`src/rtl/stos_pkg.sv`:
```
// Package for the sigma threshold outlier select block.
// Holds sizing constants and derived arithmetic widths; no dependencies.
`timescale 1ns / 1ps

package stos_pkg;

    // Set capacity and sample precision.
    localparam int MAX_POINTS   = 64;
    localparam int SAMPLE_WIDTH = 16;

    // Fixed widths of the channel fields.
    localparam int INTENSITY_W = 16;
    localparam int SIGMA_W     = 4;
    localparam int SIGMA_RESET = 7;

    // Fraction bits of the mean and the deviation.
    localparam int FRAC_W = 8;

    // Store addressing and sample count.
    localparam int IDX_W = $clog2(MAX_POINTS);
    localparam int CNT_W = $clog2(MAX_POINTS + 1);

    // Sum of samples, sum of squares and the scaled sum of squares.
    localparam int SUM_W  = SAMPLE_WIDTH + IDX_W;
    localparam int PROD_W = 2 * SAMPLE_WIDTH;
    localparam int SQ_W   = PROD_W + IDX_W;
    localparam int NS2_W  = SQ_W + CNT_W;

    // Radicand of the square root, padded to an even width.
    localparam int A_W    = NS2_W + 2 * FRAC_W;
    localparam int RAD_W  = A_W + (A_W % 2);
    localparam int ROOT_W = RAD_W / 2;
    localparam int REM_W  = ROOT_W + 3;

    // Shared divider operand width and the threshold width.
    localparam int DIV_W  = (ROOT_W > SUM_W + FRAC_W) ? ROOT_W : SUM_W + FRAC_W;
    localparam int DR_W   = CNT_W + 1;
    localparam int STEP_W = $clog2(DIV_W);
    localparam int KS_W   = DIV_W + SIGMA_W;
    localparam int THR_W  = KS_W + 1;

endpackage

```
`src/rtl/stos_if.sv`:
```
// Channel interfaces of the sigma threshold outlier select block.
// Depends on stos_pkg for the field widths.
`timescale 1ns / 1ps

// Sample channel: one intensity per transfer, with the end-of-set mark.
interface stos_in_if;
    import stos_pkg::*;

    logic                   valid;
    logic                   ready;
    logic [INTENSITY_W-1:0] intensity;
    logic                   last_sample;

    modport source (output valid, output intensity, output last_sample, input ready);
    modport sink   (input valid, input intensity, input last_sample, output ready);
endinterface

// Result channel: one selected index per transfer.
interface stos_out_if;
    import stos_pkg::*;

    logic             valid;
    logic             ready;
    logic [IDX_W-1:0] point_index;
    logic             found;
    logic             overflow;
    logic             last_result;

    modport source (output valid, output point_index, output found, output overflow,
                     output last_result, input ready);
    modport sink   (input valid, input point_index, input found, input overflow,
                    input last_result, output ready);
endinterface

// Configuration channel: write data of the sigma multiple register.
interface stos_cfg_if;
    import stos_pkg::*;

    logic               valid;
    logic               ready;
    logic [SIGMA_W-1:0] sigma_multiple;

    modport source (output valid, output sigma_multiple, input ready);
    modport sink   (input valid, input sigma_multiple, output ready);
endinterface

```
`src/rtl/sigma_threshold_outlier_select.sv`:
```
// Top level of the sigma threshold outlier select block.
// Depends on stos_pkg and the channel interfaces in stos_if.sv.
`timescale 1ns / 1ps

// Samples are taken one per cycle into a 64-entry sample memory until the sample
// marked last; further samples of a full set are dropped and reported through the
// overflow bit. The set is then evaluated with no samples accepted: a pass over the
// memory sums the squares, two products and a subtraction form the scaled variance,
// a bit-serial square root follows, one shared serial divider yields the deviation
// and the mean, and a select pass reads the memory again, sample by sample, in a
// read state and a compare state. Both passes use the single registered read port
// of the memory, and the select pass waits while the result channel stalls. Results
// come out in ascending index order; the final one carries last_result, and a set
// with no sample above mean plus sigma_multiple deviations gives one result with
// found low. The configuration channel is always ready.
module sigma_threshold_outlier_select (
    input  logic        clk,
    input  logic        rst_n,
    stos_cfg_if.sink    cfg,
    stos_in_if.sink     samples,
    stos_out_if.source  results
);
    import stos_pkg::*;

    typedef enum logic [3:0] {
        ST_LOAD,
        ST_SQ,
        ST_MUL,
        ST_SUB,
        ST_SQRT,
        ST_DIV_STD,
        ST_DIV_MEAN,
        ST_THR,
        ST_SEL_RD,
        ST_SEL_CMP,
        ST_SEL_END
    } state_t;

    // Sample memory with a registered read port.
    logic [SAMPLE_WIDTH-1:0] mem [MAX_POINTS];
    logic [SAMPLE_WIDTH-1:0] rd_data_reg;
    logic                    wr_en;
    logic                    rd_en;
    logic [IDX_W-1:0]        rd_addr;

    // Control and accumulation registers.
    state_t                  state_reg;
    logic [SIGMA_W-1:0]      sigma_reg;
    logic [CNT_W-1:0]        count_reg;
    logic [SUM_W-1:0]        sum_reg;
    logic                    dropped_reg;
    logic [CNT_W-1:0]        issue_reg;
    logic                    d1_reg;
    logic                    d2_reg;
    logic [PROD_W-1:0]       prod_reg;
    logic [SQ_W-1:0]         s2_reg;
    logic [NS2_W-1:0]        ns2_reg;
    logic [2*SUM_W-1:0]      s1sq_reg;
    logic [RAD_W-1:0]        rad_reg;
    logic [REM_W-1:0]        sq_rem_reg;
    logic [ROOT_W-1:0]       root_reg;
    logic [STEP_W-1:0]       step_reg;
    logic [DIV_W-1:0]        dq_reg;
    logic [CNT_W-1:0]        dv_rem_reg;
    logic [DIV_W-1:0]        std_reg;
    logic [DIV_W-1:0]        mean_reg;
    logic [THR_W-1:0]        thr_reg;
    logic [IDX_W-1:0]        scan_reg;
    logic [IDX_W-1:0]        pend_idx_reg;
    logic                    pend_valid_reg;

    // Output register.
    logic                    out_valid_reg;
    logic [IDX_W-1:0]        out_idx_reg;
    logic                    out_found_reg;
    logic                    out_ovf_reg;
    logic                    out_last_reg;

    // Combinational helpers.
    logic [SAMPLE_WIDTH-1:0] x_in;
    logic                    room;
    logic [CNT_W-1:0]        n_val;
    logic [NS2_W-1:0]        diff;
    logic [REM_W-1:0]        sq_rem_sh;
    logic [REM_W-1:0]        sq_trial;
    logic                    sq_ge;
    logic [REM_W-1:0]        sq_rem_step;
    logic [ROOT_W-1:0]       root_step;
    logic [DR_W-1:0]         dv_rs;
    logic                    dv_ge;
    logic [CNT_W-1:0]        dv_rem_step;
    logic [DIV_W-1:0]        dq_step;
    logic [KS_W-1:0]         ks;
    logic                    pass;
    logic                    scan_last;
    logic                    out_free;
    logic                    sel_go;
    logic                    out_load;

    // Handshake outputs.
    assign cfg.ready           = 1'b1;
    assign samples.ready       = (state_reg == ST_LOAD);
    assign results.valid       = out_valid_reg;
    assign results.point_index = out_idx_reg;
    assign results.found       = out_found_reg;
    assign results.overflow    = out_ovf_reg;
    assign results.last_result = out_last_reg;

    // Input sample and store capacity.
    assign x_in  = SAMPLE_WIDTH'(samples.intensity);
    assign room  = (count_reg < CNT_W'(MAX_POINTS));
    assign n_val = (count_reg == '0) ? CNT_W'(1) : count_reg;

    // Memory port control: writes while loading, reads in both passes.
    assign wr_en   = (state_reg == ST_LOAD) && samples.valid && room;
    assign rd_en   = ((state_reg == ST_SQ) && (issue_reg < count_reg))
                     || (state_reg == ST_SEL_RD);
    assign rd_addr = (state_reg == ST_SQ) ? issue_reg[IDX_W-1:0] : scan_reg;

    always_ff @(posedge clk)
    begin
        if (wr_en)
        begin
            mem[count_reg[IDX_W-1:0]] <= x_in;
        end
        if (rd_en)
        begin
            rd_data_reg <= mem[rd_addr];
        end
    end

    // Scaled variance numerator; never negative for a real set.
    assign diff = ns2_reg - NS2_W'(s1sq_reg);

    // One step of the restoring square root, two radicand bits a step.
    assign sq_rem_sh   = {sq_rem_reg[REM_W-3:0], rad_reg[RAD_W-1 -: 2]};
    assign sq_trial    = REM_W'({root_reg, 2'b01});
    assign sq_ge       = (sq_rem_sh >= sq_trial);
    assign sq_rem_step = sq_ge ? (sq_rem_sh - sq_trial) : sq_rem_sh;
    assign root_step   = {root_reg[ROOT_W-2:0], sq_ge};

    // One step of the restoring divider by the sample count.
    assign dv_rs       = {dv_rem_reg, dq_reg[DIV_W-1]};
    assign dv_ge       = (dv_rs >= DR_W'(n_val));
    assign dv_rem_step = dv_ge ? CNT_W'(dv_rs - DR_W'(n_val)) : CNT_W'(dv_rs);
    assign dq_step     = {dq_reg[DIV_W-2:0], dv_ge};

    // Deviation term of the threshold.
    assign ks = sigma_reg * std_reg;

    // Select pass decisions.
    assign pass      = (THR_W'({rd_data_reg, {FRAC_W{1'b0}}}) > thr_reg);
    assign scan_last = ((CNT_W'(scan_reg) + CNT_W'(1)) >= count_reg);
    assign out_free  = !out_valid_reg || results.ready;
    assign sel_go    = !pass || !pend_valid_reg || out_free;

    // The output register takes a new result when the select pass hands one over.
    assign out_load  = ((state_reg == ST_SEL_CMP) && sel_go && pass && pend_valid_reg)
                       || ((state_reg == ST_SEL_END) && out_free);

    // Sequencer, datapath registers and the output register.
    always_ff @(posedge clk or negedge rst_n)
    begin
        if (!rst_n)
        begin
            state_reg      <= ST_LOAD;
            sigma_reg      <= SIGMA_W'(SIGMA_RESET);
            count_reg      <= '0;
            sum_reg        <= '0;
            dropped_reg    <= 1'b0;
            issue_reg      <= '0;
            d1_reg         <= 1'b0;
            d2_reg         <= 1'b0;
            prod_reg       <= '0;
            s2_reg         <= '0;
            ns2_reg        <= '0;
            s1sq_reg       <= '0;
            rad_reg        <= '0;
            sq_rem_reg     <= '0;
            root_reg       <= '0;
            step_reg       <= '0;
            dq_reg         <= '0;
            dv_rem_reg     <= '0;
            std_reg        <= '0;
            mean_reg       <= '0;
            thr_reg        <= '0;
            scan_reg       <= '0;
            pend_idx_reg   <= '0;
            pend_valid_reg <= 1'b0;
            out_valid_reg  <= 1'b0;
            out_idx_reg    <= '0;
            out_found_reg  <= 1'b0;
            out_ovf_reg    <= 1'b0;
            out_last_reg   <= 1'b0;
        end
        else
        begin
            // Configuration write.
            if (cfg.valid)
            begin
                sigma_reg <= cfg.sigma_multiple;
            end

            // The output register is filled by the select pass and freed by a transfer.
            if (out_load)
            begin
                out_valid_reg <= 1'b1;
            end
            else if (results.ready)
            begin
                out_valid_reg <= 1'b0;
            end

            case (state_reg)
                // Store samples and keep the running sum.
                ST_LOAD:
                begin
                    if (samples.valid)
                    begin
                        if (room)
                        begin
                            count_reg <= count_reg + CNT_W'(1);
                            sum_reg   <= sum_reg + SUM_W'(x_in);
                        end
                        else
                        begin
                            dropped_reg <= 1'b1;
                        end
                        if (samples.last_sample)
                        begin
                            issue_reg <= '0;
                            d1_reg    <= 1'b0;
                            d2_reg    <= 1'b0;
                            s2_reg    <= '0;
                            state_reg <= ST_SQ;
                        end
                    end
                end

                // Read, square and accumulate every stored sample.
                ST_SQ:
                begin
                    if (rd_en)
                    begin
                        issue_reg <= issue_reg + CNT_W'(1);
                    end
                    d1_reg   <= rd_en;
                    d2_reg   <= d1_reg;
                    prod_reg <= rd_data_reg * rd_data_reg;
                    if (d2_reg)
                    begin
                        s2_reg <= s2_reg + SQ_W'(prod_reg);
                    end
                    if ((issue_reg == count_reg) && !d1_reg && !d2_reg)
                    begin
                        state_reg <= ST_MUL;
                    end
                end

                // n times the sum of squares, and the squared sum.
                ST_MUL:
                begin
                    ns2_reg   <= n_val * s2_reg;
                    s1sq_reg  <= sum_reg * sum_reg;
                    state_reg <= ST_SUB;
                end

                // Scale the variance numerator by 2^16 and start the root.
                ST_SUB:
                begin
                    rad_reg    <= RAD_W'({diff, {(2 * FRAC_W){1'b0}}});
                    sq_rem_reg <= '0;
                    root_reg   <= '0;
                    step_reg   <= '0;
                    state_reg  <= ST_SQRT;
                end

                // Square root, one result bit a cycle.
                ST_SQRT:
                begin
                    sq_rem_reg <= sq_rem_step;
                    root_reg   <= root_step;
                    rad_reg    <= {rad_reg[RAD_W-3:0], 2'b00};
                    if (step_reg == STEP_W'(ROOT_W - 1))
                    begin
                        dq_reg     <= DIV_W'(root_step);
                        dv_rem_reg <= '0;
                        step_reg   <= '0;
                        state_reg  <= ST_DIV_STD;
                    end
                    else
                    begin
                        step_reg <= step_reg + STEP_W'(1);
                    end
                end

                // Deviation: root divided by the count.
                ST_DIV_STD:
                begin
                    if (step_reg == STEP_W'(DIV_W - 1))
                    begin
                        std_reg    <= dq_step;
                        dq_reg     <= DIV_W'({sum_reg, {FRAC_W{1'b0}}});
                        dv_rem_reg <= '0;
                        step_reg   <= '0;
                        state_reg  <= ST_DIV_MEAN;
                    end
                    else
                    begin
                        dq_reg     <= dq_step;
                        dv_rem_reg <= dv_rem_step;
                        step_reg   <= step_reg + STEP_W'(1);
                    end
                end

                // Mean: scaled sum divided by the count.
                ST_DIV_MEAN:
                begin
                    dq_reg     <= dq_step;
                    dv_rem_reg <= dv_rem_step;
                    step_reg   <= step_reg + STEP_W'(1);
                    if (step_reg == STEP_W'(DIV_W - 1))
                    begin
                        mean_reg  <= dq_step;
                        state_reg <= ST_THR;
                    end
                end

                // Threshold and start of the select pass.
                ST_THR:
                begin
                    thr_reg        <= THR_W'(mean_reg) + THR_W'(ks);
                    scan_reg       <= '0;
                    pend_valid_reg <= 1'b0;
                    state_reg      <= ST_SEL_RD;
                end

                // The read of the current sample is issued here.
                ST_SEL_RD:
                begin
                    state_reg <= ST_SEL_CMP;
                end

                // Compare; a passing sample is held back until the next one
                // shows whether it is the final result.
                ST_SEL_CMP:
                begin
                    if (sel_go)
                    begin
                        if (pass)
                        begin
                            if (pend_valid_reg)
                            begin
                                out_idx_reg   <= pend_idx_reg;
                                out_found_reg <= 1'b1;
                                out_ovf_reg   <= dropped_reg;
                                out_last_reg  <= 1'b0;
                            end
                            pend_idx_reg   <= scan_reg;
                            pend_valid_reg <= 1'b1;
                        end
                        if (scan_last)
                        begin
                            state_reg <= ST_SEL_END;
                        end
                        else
                        begin
                            scan_reg  <= scan_reg + IDX_W'(1);
                            state_reg <= ST_SEL_RD;
                        end
                    end
                end

                // Final result of the set, then clear the set state.
                ST_SEL_END:
                begin
                    if (out_free)
                    begin
                        out_idx_reg    <= pend_valid_reg ? pend_idx_reg : '0;
                        out_found_reg  <= pend_valid_reg;
                        out_ovf_reg    <= dropped_reg;
                        out_last_reg   <= 1'b1;
                        pend_valid_reg <= 1'b0;
                        count_reg      <= '0;
                        sum_reg        <= '0;
                        dropped_reg    <= 1'b0;
                        state_reg      <= ST_LOAD;
                    end
                end

                default:
                begin
                    state_reg <= ST_LOAD;
                end
            endcase
        end
    end

endmodule

```
`src/flat_wrapper.sv`:
```
// flat-port wrapper written by rule: the top's interface ports become plain ports
module sigma_threshold_outlier_select_flat import stos_pkg::*;
  (clk, rst_n, cfg_valid, cfg_sigma_multiple, cfg_ready, samples_valid, samples_intensity, samples_last_sample, samples_ready, results_valid, results_point_index, results_found, results_overflow, results_last_result, results_ready);
  stos_cfg_if cfg_i ();
  stos_in_if samples_i ();
  stos_out_if results_i ();
  input  logic clk;
  input  logic rst_n;
  input wire logic [$bits(cfg_i.valid)-1:0] cfg_valid;
  input wire logic [$bits(cfg_i.sigma_multiple)-1:0] cfg_sigma_multiple;
  output wire logic [$bits(cfg_i.ready)-1:0] cfg_ready;
  input wire logic [$bits(samples_i.valid)-1:0] samples_valid;
  input wire logic [$bits(samples_i.intensity)-1:0] samples_intensity;
  input wire logic [$bits(samples_i.last_sample)-1:0] samples_last_sample;
  output wire logic [$bits(samples_i.ready)-1:0] samples_ready;
  output wire logic [$bits(results_i.valid)-1:0] results_valid;
  output wire logic [$bits(results_i.point_index)-1:0] results_point_index;
  output wire logic [$bits(results_i.found)-1:0] results_found;
  output wire logic [$bits(results_i.overflow)-1:0] results_overflow;
  output wire logic [$bits(results_i.last_result)-1:0] results_last_result;
  input wire logic [$bits(results_i.ready)-1:0] results_ready;
  assign cfg_i.valid = cfg_valid;
  assign cfg_i.sigma_multiple = cfg_sigma_multiple;
  assign cfg_ready = cfg_i.ready;
  assign samples_i.valid = samples_valid;
  assign samples_i.intensity = samples_intensity;
  assign samples_i.last_sample = samples_last_sample;
  assign samples_ready = samples_i.ready;
  assign results_valid = results_i.valid;
  assign results_point_index = results_i.point_index;
  assign results_found = results_i.found;
  assign results_overflow = results_i.overflow;
  assign results_last_result = results_i.last_result;
  assign results_i.ready = results_ready;
  sigma_threshold_outlier_select u_core (.clk(clk), .rst_n(rst_n), .cfg(cfg_i), .samples(samples_i), .results(results_i));
endmodule
```
`config.mk`:
```
export PLATFORM = sky130hd
export DESIGN_NAME = sigma_threshold_outlier_select_flat
export DESIGN_NICKNAME = d
export VERILOG_FILES = /design/src/rtl/stos_pkg.sv /design/src/rtl/stos_if.sv /design/src/rtl/sigma_threshold_outlier_select.sv /design/src/flat_wrapper.sv
export SDC_FILE = /design/constraint.sdc
export NUM_CORES = 2
export LEC_CHECK = 0
export ABC_AREA = 1
export BUFFER_PORTS_ARGS = -buffer_cell sky130_fd_sc_hd__buf_2
export CAP_MARGIN = 20
export CORE_MARGIN = 2
export CORE_UTILIZATION = 65
export CTS_BUF_LIST = sky130_fd_sc_hd__clkbuf_4
export DETAILED_ROUTE_END_ITERATION = 8
export PLACE_DENSITY = 0.78
export SETUP_SLACK_MARGIN = 0.2
export SYNTH_ARGS = -nofsm -noshare
export SYNTH_HDL_FRONTEND = slang
export SYNTH_SLANG_ARGS = --single-unit
```
`constraint.sdc`:
```
create_clock -name clk -period 18.8 [get_ports clk]
set_input_delay 0 -clock clk [delete_from_list [all_inputs] [get_ports clk]]
set_output_delay 0 -clock clk [all_outputs]
set_load 0.05 [all_outputs]
```
[Word level (Yosys, flattened, before mapping)]
Memory sizes are Yosys's and may differ from the RTL's. A register that Yosys moved wholly into a read port is not among the register bits.
Index checks and enable logic that the tools add are counted.
Storage, ports and cells
  bits in writable memories: 1024
  memories kept: 1
  register bits after elaboration: 495
  bits of input ports: 26
  logic and storage cells: 202
Cells by class
  mux-type cells: 80
  $add $sub $neg: 11
  multiply operators: 4
  eq/ne operators: 27
  reductions and logical operators: 44
  magnitude comparators: 6
Memories
  u_core.mem: words 64, bits a word 16, read ports 1, clocked after Yosys merged registers in 1, write ports 1, line sigma_threshold_outlier_select.sv:40  | logic [SAMPLE_WIDTH-1:0] mem [MAX_POINTS];
Operators by type and width (count)
  $pmux 62 s2: 1
  $mux 38: 3
  $pmux 31 s3: 1
  $pmux 38 s2: 1
  $mux 7: 10
  $mux 22: 3
  $pmux 32 s2: 1
  $mux 31: 2
  $pmux 31 s2: 1
  $mux 6: 8
  $mul 7x38->45: 1
  $sub 45x44->45: 1
  $mul 22x22->44: 1
  $pmux 22 s2: 1
  $pmux 4 s11: 1
  $add 38x32->38: 1
  $add 31x35->36: 1
  $gt 24x36->1: 1
  $mul 4x31->35: 1
  $ge 34x33->1: 1
  $mul 16x16->32: 1
  $mux 32: 1
  $mux 4: 8
  $sub 32x32->32: 1
  40 further kinds: 120

[Depth between registers and ports, before layout]
  depth after elaboration: 9
  depth in mapped cells: 29

[Least setup slack after synthesis]
No wires, ideal clock.
  kind: flip-flop to flip-flop
  from: register u_core.sum_reg[16]
  to: register u_core.s1sq_reg[32]
  path buffers: 3
  setup slack: 12.651 ns
  clock period less this slack: 6.149 ns
  library setup time: 0.130 ns
  cell stages (with the launch flop): 26
  data required time: 18.670 ns
  data arrival time: 6.019 ns
  path through: dfrtp_1 > clkbuf_1 > clkbuf_1 > clkbuf_1 > nand2_1 > fa_1 > inv_1 > fa_1 > inv_1 > fa_1 > inv_1 > fa_1 > fa_1 > fa_1 > inv_1 > fa_1 > inv_1 > ha_1 > a21oi_1 > o21ai_0 > a21oi_1 > nor2_1 > nor2_1 > nand3_1 > nand3_1 > o21ai_0
On the way
  word-level cells in the longest chain between the ends: 1
Ends and longest elaborated chain
  start: declaration: line sigma_threshold_outlier_select.sv:50  | logic [SUM_W-1:0] sum_reg;
  start signal: assignment: line sigma_threshold_outlier_select.sv:223  | sum_reg <= sum_reg + SUM_W'(x_in);
  $mul 22x22->44: line sigma_threshold_outlier_select.sv:264  | s1sq_reg <= sum_reg * sum_reg;
  end signal: assignment: line sigma_threshold_outlier_select.sv:264
  end: declaration: line sigma_threshold_outlier_select.sv:58  | logic [2*SUM_W-1:0] s1sq_reg;
Every way passes these cells.
A chain may end at the register's enable or synchronous reset.

[Final worst setup path]
  from: register u_core.sum_reg[18]
  to: register u_core.s1sq_reg[35]
Same word-level chain as after synthesis.

==> impl_metrics.env <==
export IMPL_ios=38
export IMPL_clockBufferDepth=4
export IMPL_cts_tree="yes"
export IMPL_insertion_delay_ns=1.38
export IMPL_postCtsSetupRepairBufs=0
export IMPL_slew_violations=0
export IMPL_gp_congestion=1.00
export IMPL_skew_ns=0.144
export IMPL_cts_sinks=1517
export IMPL_setup_viol=0
export IMPL_drc=0
export IMPL_drive_gt1_share_pct=6.38
export IMPL_fmax_mhz=142
export IMPL_final_setup_tns_ns=0
export IMPL_wl_per_cell_um=21.0
export IMPL_grt_max_degree=186
export IMPL_dr_first_iter_drc_count=10751
export IMPL_hpwl_um=239000
export IMPL_vias=92506
export IMPL_numCtsBuffers=401
export IMPL_grt_use_total_pct=38.9
export IMPL_end_kind="flop"
export IMPL_viasPerCell=5.77
export IMPL_coreArea_um2=169000
export IMPL_r2r_end="u_core.s1sq_reg[35]"
export IMPL_path_max_fanout=22
export IMPL_dr_max_layer_used="met5"
export IMPL_holdPathEnd="u_core.sum_reg[3]"
export IMPL_worst_pin_slew_ns=1.22
export IMPL_drt_pre_antenna_iters=7
export IMPL_antenna_left=0
export IMPL_min_period_ns=7.06
export IMPL_reg2regPathDepth=22
export IMPL_cp_arrival_ns=8.15
export IMPL_dr_wl_met3_um=38200
export IMPL_met1_length_um=128000
export IMPL_synth_edf_count=1040
export IMPL_netlist_area_um2=110000
export IMPL_die_y_um=416
export IMPL_critical_path_class="flop to flop"
export IMPL_async_flop_share_pct=31.4
export IMPL_syn_nets=14695
export IMPL_ys_top_cells_by_area="edfxtp_1, fa_1, nand2_1"
export IMPL_synth_top_area_cell="edfxtp_1"
export IMPL_root_buffer="clkbuf_4"
export IMPL_grt_pass1_vias=92347
export IMPL_htree_num_levels=5
export IMPL_hold_viol=0
export IMPL_fillers=13334
export IMPL_grt_ovfl_total=0
export IMPL_syn_avg_cell_area_um2=8.27
export IMPL_wl_um=337000
export IMPL_status="completed"
export IMPL_num_rows=151
export IMPL_grt_first_pass_wirelength_um=516000
export IMPL_areaGrowthSynthToFinish_pct=7.12
export IMPL_synth_flop_cell="edfxtp_1"
export IMPL_reg2reg_slack_ns=11.74
export IMPL_syn_inst=13353
export IMPL_cp_required_ns=19.89
export IMPL_ys_seq_area_share_pct=39.1
export IMPL_dieWidth_um=416
export IMPL_r2r_start="u_core.sum_reg[18]"
export IMPL_port_buffers=36
export IMPL_final_util_pct=69.9
export IMPL_synthDistinctLibCells=59
export IMPL_rsz0062_at_grt="false"
export IMPL_dr_wl_met2_um=154000
export IMPL_min_path_type="input port to flop"
export IMPL_dieArea_um2=173000
export IMPL_ys_warn_count=0
export IMPL_synth_top_area_share_pct=28.3
export IMPL_startpoint_type="flop"
export IMPL_largest_reg_flops=1024
export IMPL_initial_core_util_pct=65.3
export IMPL_cts_clk_slew_worst_paths_ns=0.06
export IMPL_holdPathStages=5
export IMPL_maxCapViolations=0
export IMPL_hold_start="samples_intensity[3]"
export IMPL_slew_headroom_pct=18.6
export IMPL_period_share_pct=37.6
export IMPL_antenna_found_initial=19
export IMPL_ys_ff_latch=1517
export IMPL_final_nets=14890
==> critical path, cell delays in order, from the launching register on <==
cell	delay, ns
dfrtp_1	1.00
nand2_1	0.25
fa_1	0.63
inv_1	0.06
fa_1	0.50
inv_1	0.05
fa_1	0.47
inv_1	0.05
fa_1	0.49
fa_1	0.51
fa_1	0.51
inv_1	0.05
fa_1	0.52
inv_1	0.05
ha_1	0.34
a21oi_1	0.24
o21ai_0	0.15
a21oi_1	0.40
nor2_1	0.08
nor2_1	0.13
nand3b_1	0.09
nand3_1	0.09
o21ai_0	0.10
==> cell type report <==
| type | count | area, um2 | area share (%) |
|---|---|---|---|
| multi-input combinational | 8393 | 54000 | 45.7 |
| sequential | 1517 | 43200 | 36.5 |
| inverter | 2956 | 11100 | 9.39 |
| clock buffer | 562 | 4220 | 3.57 |
| tap | 2218 | 2780 | 2.35 |
| timing repair buffer | 279 | 2440 | 2.06 |
| clock inverter | 91 | 454 | 0.384 |
| antenna | 17 | 42.5 | 0.0360 |
==> repair_timing <==
| item | in CTS | in global routing |
|---|---|---|
| hold buffers | 67 | 0 |
| hold endpoints to repair | 1400 | 0 |
| resized for setup | 0 | 0 |
==> through the flow <==
stage	setup slack (ns)	area (um2)	hold WS, ns	std cells
after CTS	11.73	118000	0.0293	16004
after global routing	11.46	118000	0.147	16026
after global placement	11.89	113000	0.0688	15283
after floorplan	12.65	110000	-0.296	13353
final	11.74	118000	0.199	16033
after detailed placement	11.86	113000	0.0843	15284
==> logic make-up after synthesis <==
group	Yosys count	synth area share, %
AND/OR/NAND/NOR	5790	21.9
multiplexers	4	0.0408
adder cells (fa/ha/maj)	1316	20.2
flip-flops	1517	39.1
other	1	0.00340
buffers and inverters	3443	12.0
AO/OA/AOI/OAI	1170	5.88
XOR/XNOR	112	0.889
==> Yosys cell counts (all sizes together), types with 29 or more instances <==
master,n
nand2,3444
inv,2950
nand3,1478
edfxtp,1040
fa,774
nor2,663
ha,542
o21ai,493
dfrtp,474
a21oi,410
clkbuf,265
buf,222
nand4,79
o22ai,76
xnor2,65
o21bai,53
xor2,47
nor3,46
nand3b,33
or2,30
o221ai,29
==> cells in the final DEF (no fill, tap or decap), types with 473 or more instances in the layout <==
cell type | Yosys | final
nand3_1 | 1476 | 1476
nand2_1 | 3440 | 3439
fa_1 | 774 | 774
edfxtp_1 | 1040 | 1040
nor2_1 | 655 | 644
inv_1 | 2943 | 2939
clkbuf_4 | 0 | 562
o21ai_0 | 474 | 474
ha_1 | 542 | 542
dfrtp_1 | 474 | 473
==> layer usage <==
metal,vias up,GRT usage [%]
met5,-,0
met4,14,20.0
met3,961,9.71
met2,5113,60.7
met1,44108,50.7
li1,42310,-
==> worst max-delay path by stage <==
stage	to	start	slack, ns
after floorplan	u_core.s1sq_reg[32]	u_core.sum_reg[16]	12.65
after global placement	u_core.s1sq_reg[35]	u_core.sum_reg[9]	11.89
after detailed placement	u_core.s1sq_reg[33]	u_core.sum_reg[9]	11.86
after CTS	u_core.s1sq_reg[33]	u_core.sum_reg[18]	11.73
after global routing	u_core.s1sq_reg[35]	u_core.sum_reg[3]	11.46
final	u_core.s1sq_reg[35]	u_core.sum_reg[18]	11.74
Power is not shown: default switching activity piles up to over one toggle a cycle in this logic, so the estimate is an artifact.
